## src/hdl/mbet_pkg.sv

```systemverilog
// shared types, constants and helpers for the escape-time pixel evaluator
// no dependencies; imported by every module of the block

package mbet_pkg;

    localparam int COORD_BITS = 12;
    localparam int ITER_BITS  = 10;
    localparam int FRAC_BITS  = 28;
    localparam int WORD_BITS  = 32;
    localparam int GREY_BITS  = 8;
    localparam int CFG_IDX_BITS = 3;

    localparam int QUEUE_DEPTH_DEF = 4;

    // configuration register indexes
    localparam logic [CFG_IDX_BITS-1:0] CFG_ORIGIN_RE     = 3'd0;
    localparam logic [CFG_IDX_BITS-1:0] CFG_ORIGIN_IM     = 3'd1;
    localparam logic [CFG_IDX_BITS-1:0] CFG_ZOOM          = 3'd2;
    localparam logic [CFG_IDX_BITS-1:0] CFG_CENTER_COLUMN = 3'd3;
    localparam logic [CFG_IDX_BITS-1:0] CFG_CENTER_ROW    = 3'd4;
    localparam logic [CFG_IDX_BITS-1:0] CFG_ITER_LIMIT    = 3'd5;

    localparam logic signed [WORD_BITS-1:0] ORIGIN_RE_RESET = 32'sd0;
    localparam logic signed [WORD_BITS-1:0] ORIGIN_IM_RESET = 32'sd0;
    localparam logic signed [WORD_BITS-1:0] ZOOM_RESET      = 32'sd805306;
    localparam logic [COORD_BITS-1:0] CENTER_COLUMN_RESET  = COORD_BITS'(960);
    localparam logic [COORD_BITS-1:0] CENTER_ROW_RESET     = COORD_BITS'(540);
    localparam logic [ITER_BITS-1:0]  ITER_LIMIT_RESET     = ITER_BITS'(255 * 3);

    localparam logic signed [63:0] WORD_MAX  = 64'sd2147483647;
    localparam logic signed [63:0] WORD_MIN  = -64'sd2147483648;
    // escape when |z|^2 is strictly above 4.0
    localparam logic signed [63:0] ESC_LIMIT = 64'sd4 <<< FRAC_BITS;
    localparam logic [8:0] GREY_MOD = 9'd255;

    typedef struct packed {
        logic [COORD_BITS-1:0] pixel_column;
        logic [COORD_BITS-1:0] pixel_row;
    } t_pixel;

    typedef struct packed {
        logic [ITER_BITS-1:0] escape_count;
        logic [GREY_BITS-1:0] grey_level;
    } t_result;

    typedef struct packed {
        logic signed [WORD_BITS-1:0] origin_re;
        logic signed [WORD_BITS-1:0] origin_im;
        logic signed [WORD_BITS-1:0] zoom;
        logic [COORD_BITS-1:0]       center_column;
        logic [COORD_BITS-1:0]       center_row;
        logic [ITER_BITS-1:0]        iter_limit;
    } t_cfg;

    // mapped complex point handed from front to back
    typedef struct packed {
        logic signed [WORD_BITS-1:0] re;
        logic signed [WORD_BITS-1:0] im;
    } t_point;

    function automatic logic signed [WORD_BITS-1:0] sat_word(logic signed [63:0] v);
        if (v > WORD_MAX) begin
            return WORD_MAX[WORD_BITS-1:0];
        end else if (v < WORD_MIN) begin
            return WORD_MIN[WORD_BITS-1:0];
        end
        return signed'(v[WORD_BITS-1:0]);
    endfunction

    // count mod 255 by folding bytes; the fold handles 16 bits, the argument is ITER_BITS wide
    function automatic logic [GREY_BITS-1:0] grey_of(logic [ITER_BITS-1:0] c);
        logic [15:0] w;
        logic [8:0]  s1;
        logic [8:0]  s2;
        w  = 16'(c);
        s1 = {1'b0, w[7:0]} + {1'b0, w[15:8]};
        s2 = {1'b0, s1[7:0]} + 9'(s1[8]);
        if (s2 >= GREY_MOD) begin
            s2 = s2 - GREY_MOD;
        end
        return s2[GREY_BITS-1:0];
    endfunction

endpackage

```

## src/hdl/mbet_front.sv

```systemverilog
// front end: takes a pixel transaction and maps it to a complex point
// uses mbet_pkg; feeds mbet_queue

module mbet_front
    import mbet_pkg::*;
(
    input  logic   i_clk,
    input  logic   i_rst_n,
    input  t_cfg   i_cfg,
    input  logic   i_in_valid,
    output logic   o_in_stall,
    input  t_pixel i_in_data,
    input  logic   i_q_full,
    output logic   o_push,
    output t_point o_push_data
);

    localparam int DIFF_BITS = COORD_BITS + 1;
    localparam int PROD_BITS = DIFF_BITS + WORD_BITS;

    logic                        r_s1_valid;
    logic signed [PROD_BITS-1:0] r_prod_re;
    logic signed [PROD_BITS-1:0] r_prod_im;

    logic signed [DIFF_BITS-1:0] diff_col;
    logic signed [DIFF_BITS-1:0] diff_row;
    logic                        accept;

    assign o_in_stall = r_s1_valid && i_q_full;
    assign accept     = i_in_valid && !o_in_stall;
    assign o_push     = r_s1_valid && !i_q_full;

    assign diff_col = signed'({1'b0, i_in_data.pixel_column}) -
                      signed'({1'b0, i_cfg.center_column});
    assign diff_row = signed'({1'b0, i_in_data.pixel_row}) -
                      signed'({1'b0, i_cfg.center_row});

    always_ff @(posedge i_clk) begin
        if (!i_rst_n) begin
            r_s1_valid <= 1'b0;
        end else if (accept) begin
            r_s1_valid <= 1'b1;
        end else if (o_push) begin
            r_s1_valid <= 1'b0;
        end
    end

    always_ff @(posedge i_clk) begin
        if (accept) begin
            r_prod_re <= diff_col * i_cfg.zoom;
            r_prod_im <= diff_row * i_cfg.zoom;
        end
    end

    // second half of the mapping: add view center and saturate
    assign o_push_data.re = sat_word(64'(r_prod_re) + 64'(i_cfg.origin_re));
    assign o_push_data.im = sat_word(64'(r_prod_im) + 64'(i_cfg.origin_im));

endmodule

```

## config.mk

```make
export PLATFORM = sky130hd
export DESIGN_NAME = mbet_front
export DESIGN_NICKNAME = d
export VERILOG_FILES = /design/src/hdl/mbet_pkg.sv /design/src/hdl/mbet_front.sv
export SDC_FILE = /design/constraint.sdc
export NUM_CORES = 2
export LEC_CHECK = 0
export ABC_AREA = 1
export BUFFER_PORTS_ARGS = -buffer_cell sky130_fd_sc_hd__buf_2
export CAP_MARGIN = 40
export CORE_MARGIN = 4
export CORE_UTILIZATION = 39
export DETAILED_ROUTE_END_ITERATION = 16
export SYNTH_ARGS = -nofsm -noshare
export SYNTH_HDL_FRONTEND = slang
export SYNTH_SLANG_ARGS = --single-unit
```

## constraint.sdc

```tcl
create_clock -name i_clk -period 8.2 [get_ports i_clk]
set_clock_uncertainty 0.2 [all_clocks]
set_input_delay 0.82 -clock i_clk [delete_from_list [all_inputs] [get_ports i_clk]]
set_output_delay 0.82 -clock i_clk [all_outputs]
set_load 0.03 [all_outputs]
```

After elaboration in Yosys (flattened, before gate mapping)
Cells that the tools add are included.
Widths: inputs -> output; s select.
{ "totals": {"latchBits": 0, "ram_bits": 0, "inputBits": 158, "word_cells": 31, "mem_bits_ro": 0, "regBits": 91, "memories": 0} }
{ "classes": {"div_mod_pow": 0, "mux": 12, "eq_ne": 0, "add_sub_neg": 4, "n_reduce_logical": 6, "shift": 0, "magnitude_cmp": 4, "bitwise": 0, "n_mul": 2} }
{ "ops": {"columns": ["cell", "count"], "rows": [
  ["$mux 32", 6],
  ["$add 45x32->46", 2],
  ["$gt 46x32->1 const B", 2],
  ["$lt 46x32->1 const B", 2],
  ["$mul 13x32->45", 2],
  ["$sub 12x12->13", 2],
  ["$mux 1", 6],
  ["$logic_and 1x1->1", 3],
  ["$logic_not 1->1", 2],
  ["$reduce_bool 2->1", 1]
]} }

Logic depth before layout (Yosys ltp)
{ "logic_depth": {"word_depth": 5, "ltp_mapped": 39, "mapped_depth_nobuf": 38} }

Least setup slack after synthesis
OpenSTA, ideal clock, no wires.
{ "synth_timing": {"path_kind": "in2reg", "start": "in i_in_data[0] (netlist name)", "end": "reg r_prod_im[39] (data pin)", "t_arrival_ns": 7.321, "stages": 30, "path_buffers": 1, "path_slack_ns": 0.420, "setup_time_ns": 0.259, "path_cell_list": "inv_1 ha_1 fa_1 o31ai_1 a21oi_1 or2_2 nand2_1 clkinv_1 buf_2 nand2_1 fa_1 fa_1 inv_1 fa_1 fa_1 fa_1 inv_1 fa_1 inv_1 ha_1 a21o_1 a21oi_1 o21ai_0 nand2_1 nand3_1 a21boi_0 o21ai_1 nand2_1 nand2_1 xor2_1"} }
{ "synth_via": {"elab_chain_len": 2} }
{ "synth_lines": {"columns": ["element", "line_no", "text"], "rows": [
  ["start: declaration", "mbet_front.sv:12", "input t_pixel i_in_data,"],
  ["$sub 12x12->13", "mbet_front.sv:35", "assign diff_row = signed'({1'b0, i_in_data.pixel_row}) -"],
  ["$mul 13x32->45", "mbet_front.sv:51", "r_prod_im <= diff_row * i_cfg.zoom;"],
  ["end signal: assignment", "mbet_front.sv:51", null],
  ["end: declaration", "mbet_front.sv:23", "logic signed [PROD_BITS-1:0] r_prod_im;"]
]} }
Every way passes these cells.
A chain may end at the register's enable or synchronous reset.

Final worst setup path
{ "layout_timing": {"start": "in i_cfg[10] (netlist name)", "end": "reg r_prod_im[40] (data pin)"} }
{ "layout_via": {"elab_chain_len": 2} }
{ "layout_lines": {"columns": ["element", "line_no", "text"], "rows": [
  ["start: declaration", "mbet_front.sv:9", "input t_cfg i_cfg,"],
  ["$sub 12x12->13", "mbet_front.sv:35", null],
  ["$mul 13x32->45", "mbet_front.sv:51", null]
]} }
Every way passes these cells.

==> impl_metrics.ini <==
[clock_tree]
tritoncts = built
clk_pin_slew_ns = 0.08
postCtsSetupBuffers = 0
max-clock-path-buffers = 2
cts_sinks = 91
number_of_hold_buffers_added_after_cts = 0
cts_root_buffer = clkbuf_16
htreeDepth = 3
clock_latency_at_the_later_pin_of_the_worst_skew_pair_ns = 0.40
number_of_buffers_added_by_the_clock_tree_synthesis_step = 9

[die]
core_area_sq_um = 100000
die_h_um = 326
fp-row-count = 116
ios = 224
die_width_um = 326
die_area_sq_um = 106000
initial_utilization_pct = 39.3

[placed_design]
detailed_placement_hpwl_um = 101000
place.port_buffers = 213
dp.cells = 6927
routabilityCongestion = 0.968
dpl_ws_ns = -0.237

[worst_setup_path]
required_ns = 8.14
r2r_slack_ns = 5.89
crit_path_end_kind = register
slowest_delay_ns = 0.55
path_max_fanout = 24
critical_path.startpoint_type = input port
setup.worst_path.class = in2reg
critical_path_arrival_ns = 7.79
critical-path-slowest-cell = fa_1

[logic_synthesis]
synth.distinct_cells = 50
synth_cells = 5335
synthDominantAreaCellType = fa_1
synth_seq_area_share_pct = 6.92
synth_warnings = 0
netlist_area_sq_um = 39400
yosys_register_bits = 91
synth_top_area_share_pct = 37.9
async_flop_share_pct = 0
most_frequent_cell_after_synthesis = nand2_1
post_synth_edffs = 90
ys_dominant_reg_cell = edfxtp_1
syn_area_per_cell_sq_um = 7.38
post_synth_most_frequent_cells = nand2_1 (1,628), inv_1 (1,112), fa_1 (746), nor2_1 (533), ha_1 (324)
syn_nets = 6563
netlist_top_cells_area = fa_1 (38%), nand2_1 (16%), inv_1 (11%)

[sta]
final_critical_path_setup_slack_ns = 0.348
fmaxAchievable_mhz = 127
timing_worst_slew_pin_value_ns = 0.901
finalCriticalPeriod_ns = 7.85
fin_tns_setup_ns = 0
number_of_hold_violations_in_the_final_report = 0
timing.final.setup_violations = 0
slew_violations = 0
share_of_the_clock_period_used_by_the_worst_path_pct = 95.8
relSlewSlack_pct = 39.3
timing.hold.ws_ns = 0.317

[grt]
first_global_vias = 34300
globalRouteOverflowTotal = 0
grtUsageTotal_pct = 22.4
grt_start_max_net_pins = 47
wire_length_of_the_first_global_routing_pass_um = 187000
grt_antenna_before_repair = 12

[layout]
drive_above_1_share_pct = 9.85
nFillCells = 10400
num-nets-final = 6868
layout.cells.non_filler = 6952
syn_to_final_growth_pct = 10.9

[drt]
drt-initial-drc-count = 2523
detail_route.wirelength_um = 118000
number_of_iterations_in_the_first_detailed_routing_pass = 6
vias = 34200
drc_errors = 0
drtAntennaViolNets = 0
detail_route.vias_per_cell = 4.93
wl_per_cell_um = 16.9

[worst_hold_path]
timing.hold.worst.class = reg2reg

[status]
status = completed

[job]
maxCapViolCount = 0
==> critical path, delay by kind of cell <==
kind / cells / cell delay, ns
AO/OA/AOI/OAI: 5 / 0.97
XOR/XNOR: 1 / 0.11
adder cells (fa/ha/maj): 9 / 3.87
buffers and inverters: 9 / 0.92
AND/OR/NAND/NOR: 11 / 1.08
==> metal layers <==
layer	vias to the layer above	routed length (um)	GRT usage [%]
met5	-	42	0
met4	6	1530	3.50
met3	86	11600	5.91
met2	1076	51100	34.5
met1	16600	53400	32.3
li1	16500	-	-
==> logic make-up after synthesis <==
family	after synthesis	share of synthesized area, %
compound gates	328	4.68
xor+xnor	147	3.29
fa+ha+maj	1070	48.2
buf+inv	1289	12.6
flops	91	6.92
simple gates	2410	24.3
==> final timing paths <==
path                                       to       start  depth (start not counted)
worst min register to register     r_s1_valid  r_s1_valid                          2
worst max register to register  r_prod_re[21]  r_s1_valid                          5
worst min-delay path               r_s1_valid  r_s1_valid                          2
worst max-delay path            r_prod_im[40]   i_cfg[10]                         35
==> area by class of cell <==
cell class	count	area, sq um	share of cell area (%)
multi-input cells	3955	31800	72.7
inverters	1147	4310	9.87
repair buffers	436	2920	6.69
flip-flops and latches	91	2720	6.23
well taps	1298	1620	3.72
clock buffers	12	236	0.541
clock inverters	4	75.1	0.172
diodes	9	22.5	0.0516
==> timing repair <==
action,4_1_cts,5_1_grt
resized for setup,0,14
endpoints found under the hold margin,0,0
setup endpoints to repair,0,15
==> metrics by stage <==
stage / instance area (sq um) / utilization (%)
5_1_grt: 43700 / 43.6
3_5_place_dp: 43300 / 43.2
2_1_floorplan: 39400 / -
4_1_cts: 43600 / 43.5
6_report: 43700 / 43.6
3_3_place_gp: 43300 / 43.2
==> placed cells by master (no fill, tap or decap), drive strengths merged, types with 2 or more instances in the layout <==
cell,netlist,layout
a21boi,8,8
a21o,17,17
a21oi,184,184
a31oi,19,19
and2,2,2
buf,40,436
bufinv,0,2
clkbuf,102,12
clkinv,11,12
clkinvlp,0,2
diode,0,9
edfxtp,90,90
fa,746,746
ha,324,324
inv,1136,1135
nand2,1646,1646
nand3,116,116
nand3b,2,2
nand4,41,41
nor2,559,559
nor3,22,22
nor4,4,4
o2111ai,3,3
o211a,2,2
o211ai,3,3
o21a,10,10
o21ai,63,63
o21bai,8,8
o221ai,3,3
o31ai,4,4
or2,17,17
xnor2,61,61
xor2,86,86
==> state kept, by name, summed over array words and instances (netlist names) <==
| name | count |
|---|---|
| r_prod_im | 45 |
| r_prod_re | 45 |
| r_s1_valid | 1 |
Power is not shown: default switching activity piles up to over one toggle a cycle in this logic, so the estimate is an artifact.
