**config.mk**
```make
export PLATFORM = sky130hd
export DESIGN_NAME = mbet_queue
export DESIGN_NICKNAME = d
export VERILOG_FILES = /design/src/hdl/mbet_pkg.sv /design/src/hdl/mbet_queue.sv
export SDC_FILE = /design/constraint.sdc
export NUM_CORES = 1
export LEC_CHECK = 0
export ABC_AREA = 1
export BUFFER_PORTS_ARGS = -buffer_cell sky130_fd_sc_hd__buf_2
export CAP_MARGIN = 10
export CORE_MARGIN = 8
export CORE_UTILIZATION = 36
export CTS_CLUSTER_DIAMETER = 50
export DETAILED_ROUTE_END_ITERATION = 8
export PLACE_DENSITY = 0.66
export SLEW_MARGIN = 20
export SYNTH_ARGS = -nofsm -noshare
export SYNTH_HDL_FRONTEND = slang
export SYNTH_SLANG_ARGS = --single-unit
export TNS_END_PERCENT = 20
```
**constraint.sdc**
```tcl
create_clock -name i_clk -period 7.55 [get_ports i_clk]
set_input_delay 1.51 -clock i_clk [delete_from_list [all_inputs] [get_ports i_clk]]
set_output_delay 1.51 -clock i_clk [all_outputs]
set_load 0.005 [all_outputs]
```
**src/hdl/mbet_pkg.sv**
```systemverilog
// shared types, constants and helpers for the escape-time pixel evaluator
// no dependencies; imported by every module of the block

package mbet_pkg;

    localparam int COORD_BITS = 12;
    localparam int ITER_BITS  = 10;
    localparam int FRAC_BITS  = 28;
    localparam int WORD_BITS  = 32;
    localparam int GREY_BITS  = 8;
    localparam int CFG_IDX_BITS = 3;

    localparam int QUEUE_DEPTH_DEF = 4;

    // configuration register indexes
    localparam logic [CFG_IDX_BITS-1:0] CFG_ORIGIN_RE     = 3'd0;
    localparam logic [CFG_IDX_BITS-1:0] CFG_ORIGIN_IM     = 3'd1;
    localparam logic [CFG_IDX_BITS-1:0] CFG_ZOOM          = 3'd2;
    localparam logic [CFG_IDX_BITS-1:0] CFG_CENTER_COLUMN = 3'd3;
    localparam logic [CFG_IDX_BITS-1:0] CFG_CENTER_ROW    = 3'd4;
    localparam logic [CFG_IDX_BITS-1:0] CFG_ITER_LIMIT    = 3'd5;

    localparam logic signed [WORD_BITS-1:0] ORIGIN_RE_RESET = 32'sd0;
    localparam logic signed [WORD_BITS-1:0] ORIGIN_IM_RESET = 32'sd0;
    localparam logic signed [WORD_BITS-1:0] ZOOM_RESET      = 32'sd805306;
    localparam logic [COORD_BITS-1:0] CENTER_COLUMN_RESET  = COORD_BITS'(960);
    localparam logic [COORD_BITS-1:0] CENTER_ROW_RESET     = COORD_BITS'(540);
    localparam logic [ITER_BITS-1:0]  ITER_LIMIT_RESET     = ITER_BITS'(255 * 3);

    localparam logic signed [63:0] WORD_MAX  = 64'sd2147483647;
    localparam logic signed [63:0] WORD_MIN  = -64'sd2147483648;
    // escape when |z|^2 is strictly above 4.0
    localparam logic signed [63:0] ESC_LIMIT = 64'sd4 <<< FRAC_BITS;
    localparam logic [8:0] GREY_MOD = 9'd255;

    typedef struct packed {
        logic [COORD_BITS-1:0] pixel_column;
        logic [COORD_BITS-1:0] pixel_row;
    } t_pixel;

    typedef struct packed {
        logic [ITER_BITS-1:0] escape_count;
        logic [GREY_BITS-1:0] grey_level;
    } t_result;

    typedef struct packed {
        logic signed [WORD_BITS-1:0] origin_re;
        logic signed [WORD_BITS-1:0] origin_im;
        logic signed [WORD_BITS-1:0] zoom;
        logic [COORD_BITS-1:0]       center_column;
        logic [COORD_BITS-1:0]       center_row;
        logic [ITER_BITS-1:0]        iter_limit;
    } t_cfg;

    // mapped complex point handed from front to back
    typedef struct packed {
        logic signed [WORD_BITS-1:0] re;
        logic signed [WORD_BITS-1:0] im;
    } t_point;

    function automatic logic signed [WORD_BITS-1:0] sat_word(logic signed [63:0] v);
        if (v > WORD_MAX) begin
            return WORD_MAX[WORD_BITS-1:0];
        end else if (v < WORD_MIN) begin
            return WORD_MIN[WORD_BITS-1:0];
        end
        return signed'(v[WORD_BITS-1:0]);
    endfunction

    // count mod 255 by folding bytes; the fold handles 16 bits, the argument is ITER_BITS wide
    function automatic logic [GREY_BITS-1:0] grey_of(logic [ITER_BITS-1:0] c);
        logic [15:0] w;
        logic [8:0]  s1;
        logic [8:0]  s2;
        w  = 16'(c);
        s1 = {1'b0, w[7:0]} + {1'b0, w[15:8]};
        s2 = {1'b0, s1[7:0]} + 9'(s1[8]);
        if (s2 >= GREY_MOD) begin
            s2 = s2 - GREY_MOD;
        end
        return s2[GREY_BITS-1:0];
    endfunction

endpackage

```
**src/hdl/mbet_queue.sv**
```systemverilog
// short fifo of mapped points between front and back
// uses mbet_pkg for the entry type

module mbet_queue
    import mbet_pkg::*;
#(
    parameter int QUEUE_DEPTH = QUEUE_DEPTH_DEF
) (
    input  logic   i_clk,
    input  logic   i_rst_n,
    input  logic   i_push,
    input  t_point i_push_data,
    output logic   o_full,
    input  logic   i_pop,
    output logic   o_valid,
    output t_point o_data
);

    localparam int PTR_BITS = (QUEUE_DEPTH > 1) ? $clog2(QUEUE_DEPTH) : 1;
    localparam int CNT_BITS = $clog2(QUEUE_DEPTH + 1);
    localparam logic [PTR_BITS-1:0] LAST_PTR = PTR_BITS'(QUEUE_DEPTH - 1);
    localparam logic [CNT_BITS-1:0] FULL_CNT = CNT_BITS'(QUEUE_DEPTH);

    t_point              r_mem [QUEUE_DEPTH];
    logic [PTR_BITS-1:0] r_wr_ptr;
    logic [PTR_BITS-1:0] r_rd_ptr;
    logic [CNT_BITS-1:0] r_count;

    logic do_push;
    logic do_pop;

    assign o_full  = (r_count == FULL_CNT);
    assign o_valid = (r_count != '0);
    assign o_data  = r_mem[r_rd_ptr];
    assign do_push = i_push && !o_full;
    assign do_pop  = i_pop && o_valid;

    always_ff @(posedge i_clk) begin
        if (!i_rst_n) begin
            r_wr_ptr <= '0;
            r_rd_ptr <= '0;
            r_count  <= '0;
        end else begin
            if (do_push) begin
                r_wr_ptr <= (r_wr_ptr == LAST_PTR) ? '0 : r_wr_ptr + 1'b1;
            end
            if (do_pop) begin
                r_rd_ptr <= (r_rd_ptr == LAST_PTR) ? '0 : r_rd_ptr + 1'b1;
            end
            if (do_push && !do_pop) begin
                r_count <= r_count + 1'b1;
            end else if (do_pop && !do_push) begin
                r_count <= r_count - 1'b1;
            end
        end
    end

    always_ff @(posedge i_clk) begin
        if (do_push) begin
            r_mem[r_wr_ptr] <= i_push_data;
        end
    end

endmodule

```
After elaboration in Yosys (flattened, before gate mapping)
Memory sizes are Yosys's and may differ from the RTL's. A register that Yosys moved wholly into a read port is not among the register bits.
Cells that the tools add are included.
{"block": "op_classes", "n_eq_ne": 3, "mux": 8, "n_reduce_logical": 9, "addsub": 4}
{"op": "2-bit two-way mux", "n": 4}
{"op": "3-bit two-way mux", "n": 2}
{"op": "2-bit by 1-bit adder with 2-bit output, second input constant", "n": 2}
{"op": "2-bit == test, second input constant", "n": 2}
{"op": "1-bit logical AND", "n": 4}
{"op": "3-bit by 1-bit adder with 3-bit output, second input constant", "n": 1}
{"op": "3-bit == test, second input constant", "n": 1}
{"op": "1-bit logical NOT", "n": 3}
{"op": "3-bit nonzero test", "n": 1}
{"op": "3-bit by 1-bit subtractor with 3-bit output, second input constant", "n": 1}
{"op": "1-bit two-way mux", "n": 2}
{"op": "2-bit nonzero test", "n": 1}
{"block": "word_totals", "out_inout_bits": 66, "ramBits": 256, "reg_bits": 7, "wordCells": 28, "in_bits": 68, "memories": 1}
{"name": "r_mem", "depth": 4, "width": 64, "read_ports": 1, "rd_ports_with_merged_regs": 1, "wr": 1, "line": "mbet_queue.sv:24", "rtl": "t_point r_mem [QUEUE_DEPTH];"}

Logic depth before layout (Yosys ltp)
{"block": "logic_depth", "word_depth": 7, "ltp_mapped": 13, "depth_no_buf": 13}

Worst setup path before layout
OpenSTA, ideal clock, no wires.
{"block": "synth_path", "kind": "input -> register", "from": "input port i_push", "to": "memory r_mem[0][0] in the netlist's numbering (enable)", "path_buffers": 0, "setup_time_ns": 0.487, "required_ns": 7.063, "setup_slack_ns": 2.734, "arrival_time_ns": 4.330, "path_stages": 2, "path_cell_list": "nand2_1 nor2_1"}
{"block": "synth_via", "elab_chain_cells": 3}
{"item": "start, declared", "line": "mbet_queue.sv:11", "rtl": "input logic i_push,"}
{"item": "1-bit logical AND", "line": "mbet_queue.sv:35", "rtl": "assign do_push = i_push && !o_full;"}
{"item": "1-bit two-way mux", "line": "mbet_queue.sv:59", "rtl": "if (do_push) begin"}
{"item": "1-bit two-way mux (implied by the code)", "line": "mbet_queue.sv:60", "rtl": "r_mem[r_wr_ptr] <= i_push_data;"}
{"item": "end, declared", "line": "mbet_queue.sv:24"}
No other way between the ends.

==> results.cfg <==
[die]
fp-row-count = 61
die_y_um = 182.6
die_area_um2 = 33340
die_width_um = 182.6
io_pins = 134
start_util_pct = 36.26
core_region_area_um2 = 27550

[clock_tree]
postCtsResizedCells = 0
clk_pin_slew_worst_paths_ns = 0.05
postCtsHoldBufs = 0
cts_setup_buffers = 0
cts_tree = built
clock_sinks = 265
clk_path_buf_depth = 3
clk_latency_ns = 0.52
cts_buffers = 28
ctsHtreeMaxLevel = 1
cts_root_buf = clkbuf_16

[synthesis]
ys_seq_elements = 265
yosysSeqAreaShare_pct = 78.76
synth_top_area_cell = edfxtp_1
synth_area_um2 = 9990
syn_nets = 765
synthSimpleGateAreaFrac_pct = 6.200
synthAdderAreaFrac_pct = 0.9519
synth_top_cell_area_share_pct = 76.95
ys_warn_count = 0
synthCells = 690
ys_top_cells_by_area = edfxtp_1 77%, nor2_1 5.4%, o22ai_1 4.0%
ys_types = 21
synth_mux_area_share_pct = 0
synth.avg_cell_area_um2 = 14.48
synth_xor_area_share_pct = 0
synth_compound_area_share_pct = 10.62
synth_top_family_by_area = compound AO/OA/AOI/OAI gates

[detailed_routing]
routed_wl_mm = 21.19
viasPerCell = 4.828
drt_iter0_markers = 405
top_layer = met5
drc = 0
wl_met2_mm = 9.906
dr.pass1.iters = 4
ant_nets = 0
dr_wl_met3_mm = 1.570
wl_met1_mm = 9.238
num_vias = 5890
wl_per_cell_um = 17.36

[global_routing]
grt.overflow.total = 0
grt_pass1_wl_mm = 33.17
antenna_found_initial = 6
grt_util_all_layers_pct = 12.60
grt_pass1_vias = 6058
grt_max_degree = 81

[sta]
finalMaxSlewViolations = 0
setup_tns_ns = 0
max_freq_ghz = 0.2258
hold_viol = 0
setup_viol = 0
fin_hold_ws_ns = 0.5051
period_needed_ns = 4.429
rsz0062_at_grt = no
worst_slew_pin_slew_ns = 0.9968
fin_skew_ns = 0.007922
slew_headroom_pct = 33.55
post-route-period-util_pct = 58.66

[power_and_ir_drop]
ir_drop_mv = 0.2196
power_leakage_nw = 4.139
cellPowerDensity_nw_per_um2 = 346.3

[worst_setup_path]
slowest_stage = buf_4
critical_path_required_ns = 6.04
cp_max_fo = 72
cp.arrival_ns = 2.92
crit_chain = inv_4 -> buf_4 -> o21ai_1 -> o22ai_1 -> buf_2
slowest_delay_ns = 0.71
path_class = reg2out
cp-end-kind = output pin
startpoint_type = register

[layout]
post-route-util_pct = 42.97
final_nets = 896
final_layout_size_suffix_gt1_share_pct = 22.71
area_growth_syn_to_layout_pct = 18.51
layoutNonFillerInstCount = 1220
final_area_um2 = 11840

[place]
io_buffers = 133
dpl.cell_count = 1168
gp_congestion = 0.6826
place_area_um2 = 10950
dp_hpwl_mm = 12.06

[flow_run]
drv_cap = 0

[hold_path]
hold_class = reg2reg

[outcome]
status = finished, final reports clean
==> path summary, 6_finish.rpt <==
kind                           start                      end  slack, ns  depth (start not counted)
max reg2reg  r_count[1]$_SDFFE_PN0P_   r_mem[1][14]$_DFFE_PP_       4.83                          5
min          r_count[0]$_SDFFE_PN0P_  r_count[0]$_SDFFE_PN0P_       0.51                          2
min reg2reg  r_count[0]$_SDFFE_PN0P_  r_count[0]$_SDFFE_PN0P_       0.51                          2
max                         register                o_data[0]       3.12                          5
==> per-stage QoR <==
stage	setup slack [ns]	power (mW)
CTS	3.086	4.167
finish	3.121	4.100
floorplan	2.734	2.497
detailed placement	3.643	2.905
global placement	3.698	2.884
global route	2.872	4.350
==> cell families after synthesis <==
| group | count (synthesis) |
|---|---|
| compound gates | 196 |
| fa+ha+maj | 7 |
| buf+inv | 59 |
| flops | 265 |
| simple gates | 163 |
==> final cells by class <==
class | count | area [um2]
sequential | 265 | 7873
antenna | 1 | 2.502
multi-input combinational | 366 | 1805
inverter | 18 | 70.07
clock inverter | 11 | 68.82
clock buffer | 39 | 793.3
tap | 378 | 473.0
timing repair buffer | 142 | 753.2
fill | 2464 | 15710
==> cell usage in the layout, fill, tap and decap left out <==
| cell type | n |
|---|---|
| nand3b_1 | 1 |
| clkinv_4 | 1 |
| nor2_4 | 4 |
| inv_4 | 1 |
| dfxtp_4 | 1 |
| nand3_1 | 1 |
| nor2_1 | 141 |
| o21ai_0 | 74 |
| o22ai_1 | 64 |
| buf_4 | 8 |
| dfxtp_1 | 7 |
| clkinv_2 | 5 |
| o21ai_1 | 56 |
| nand4_1 | 1 |
| clkbuf_8 | 3 |
| a21oi_1 | 2 |
| clkbuf_16 | 29 |
| fa_1 | 1 |
| buf_2 | 133 |
| inv_1 | 16 |
| nand2_1 | 15 |
| clkbuf_1 | 7 |
| inv_2 | 1 |
| dfxtp_2 | 1 |
| clkinvlp_4 | 1 |
| ha_1 | 6 |
| diode_2 | 1 |
| buf_16 | 1 |
| edfxtp_1 | 256 |
| clkinv_1 | 2 |
| inv_6 | 1 |
| inv_8 | 1 |
==> metal layers <==
layer	up-vias	track usage, %
met4	12	3.477
li1	2843	-
met1	2835	15.69
met2	158	20.82
met3	42	4.017
met5	-	0
==> cells in the mapped netlist (all sizes together) <==
master and count:
nand4 1, nand2 15, nand3 1, a21oi 2, nand3b 1, nor2 145, edfxtp 256, inv 17
o22ai 64, clkinv 1, fa 1, buf 20, ha 6, o21ai 130, dfxtp 9, clkbuf 21
==> critical path: cells and delay by family, from the launching register on <==
| kind | cells | cell delay, ns |
|---|---|---|
| AOI/OAI and AO/OA | 2 | 0.40 |
| buffers and inverters | 3 | 1.41 |
| DFF | 1 | 0.51 |
==> state kept, by name, indices dropped and copies added (netlist names), named ones only <==
register  cells
r_mem       256
r_wr_ptr      2
r_count       3
r_rd_ptr      2
==> where the power goes <==
group / switching, mW / internal, mW
clock network: 0.521 / 0.733
registers: 0.0629 / 1.80
logic: 0.641 / 0.347
total: 1.22 / 2.88
(Power assumes the default switching activity.)
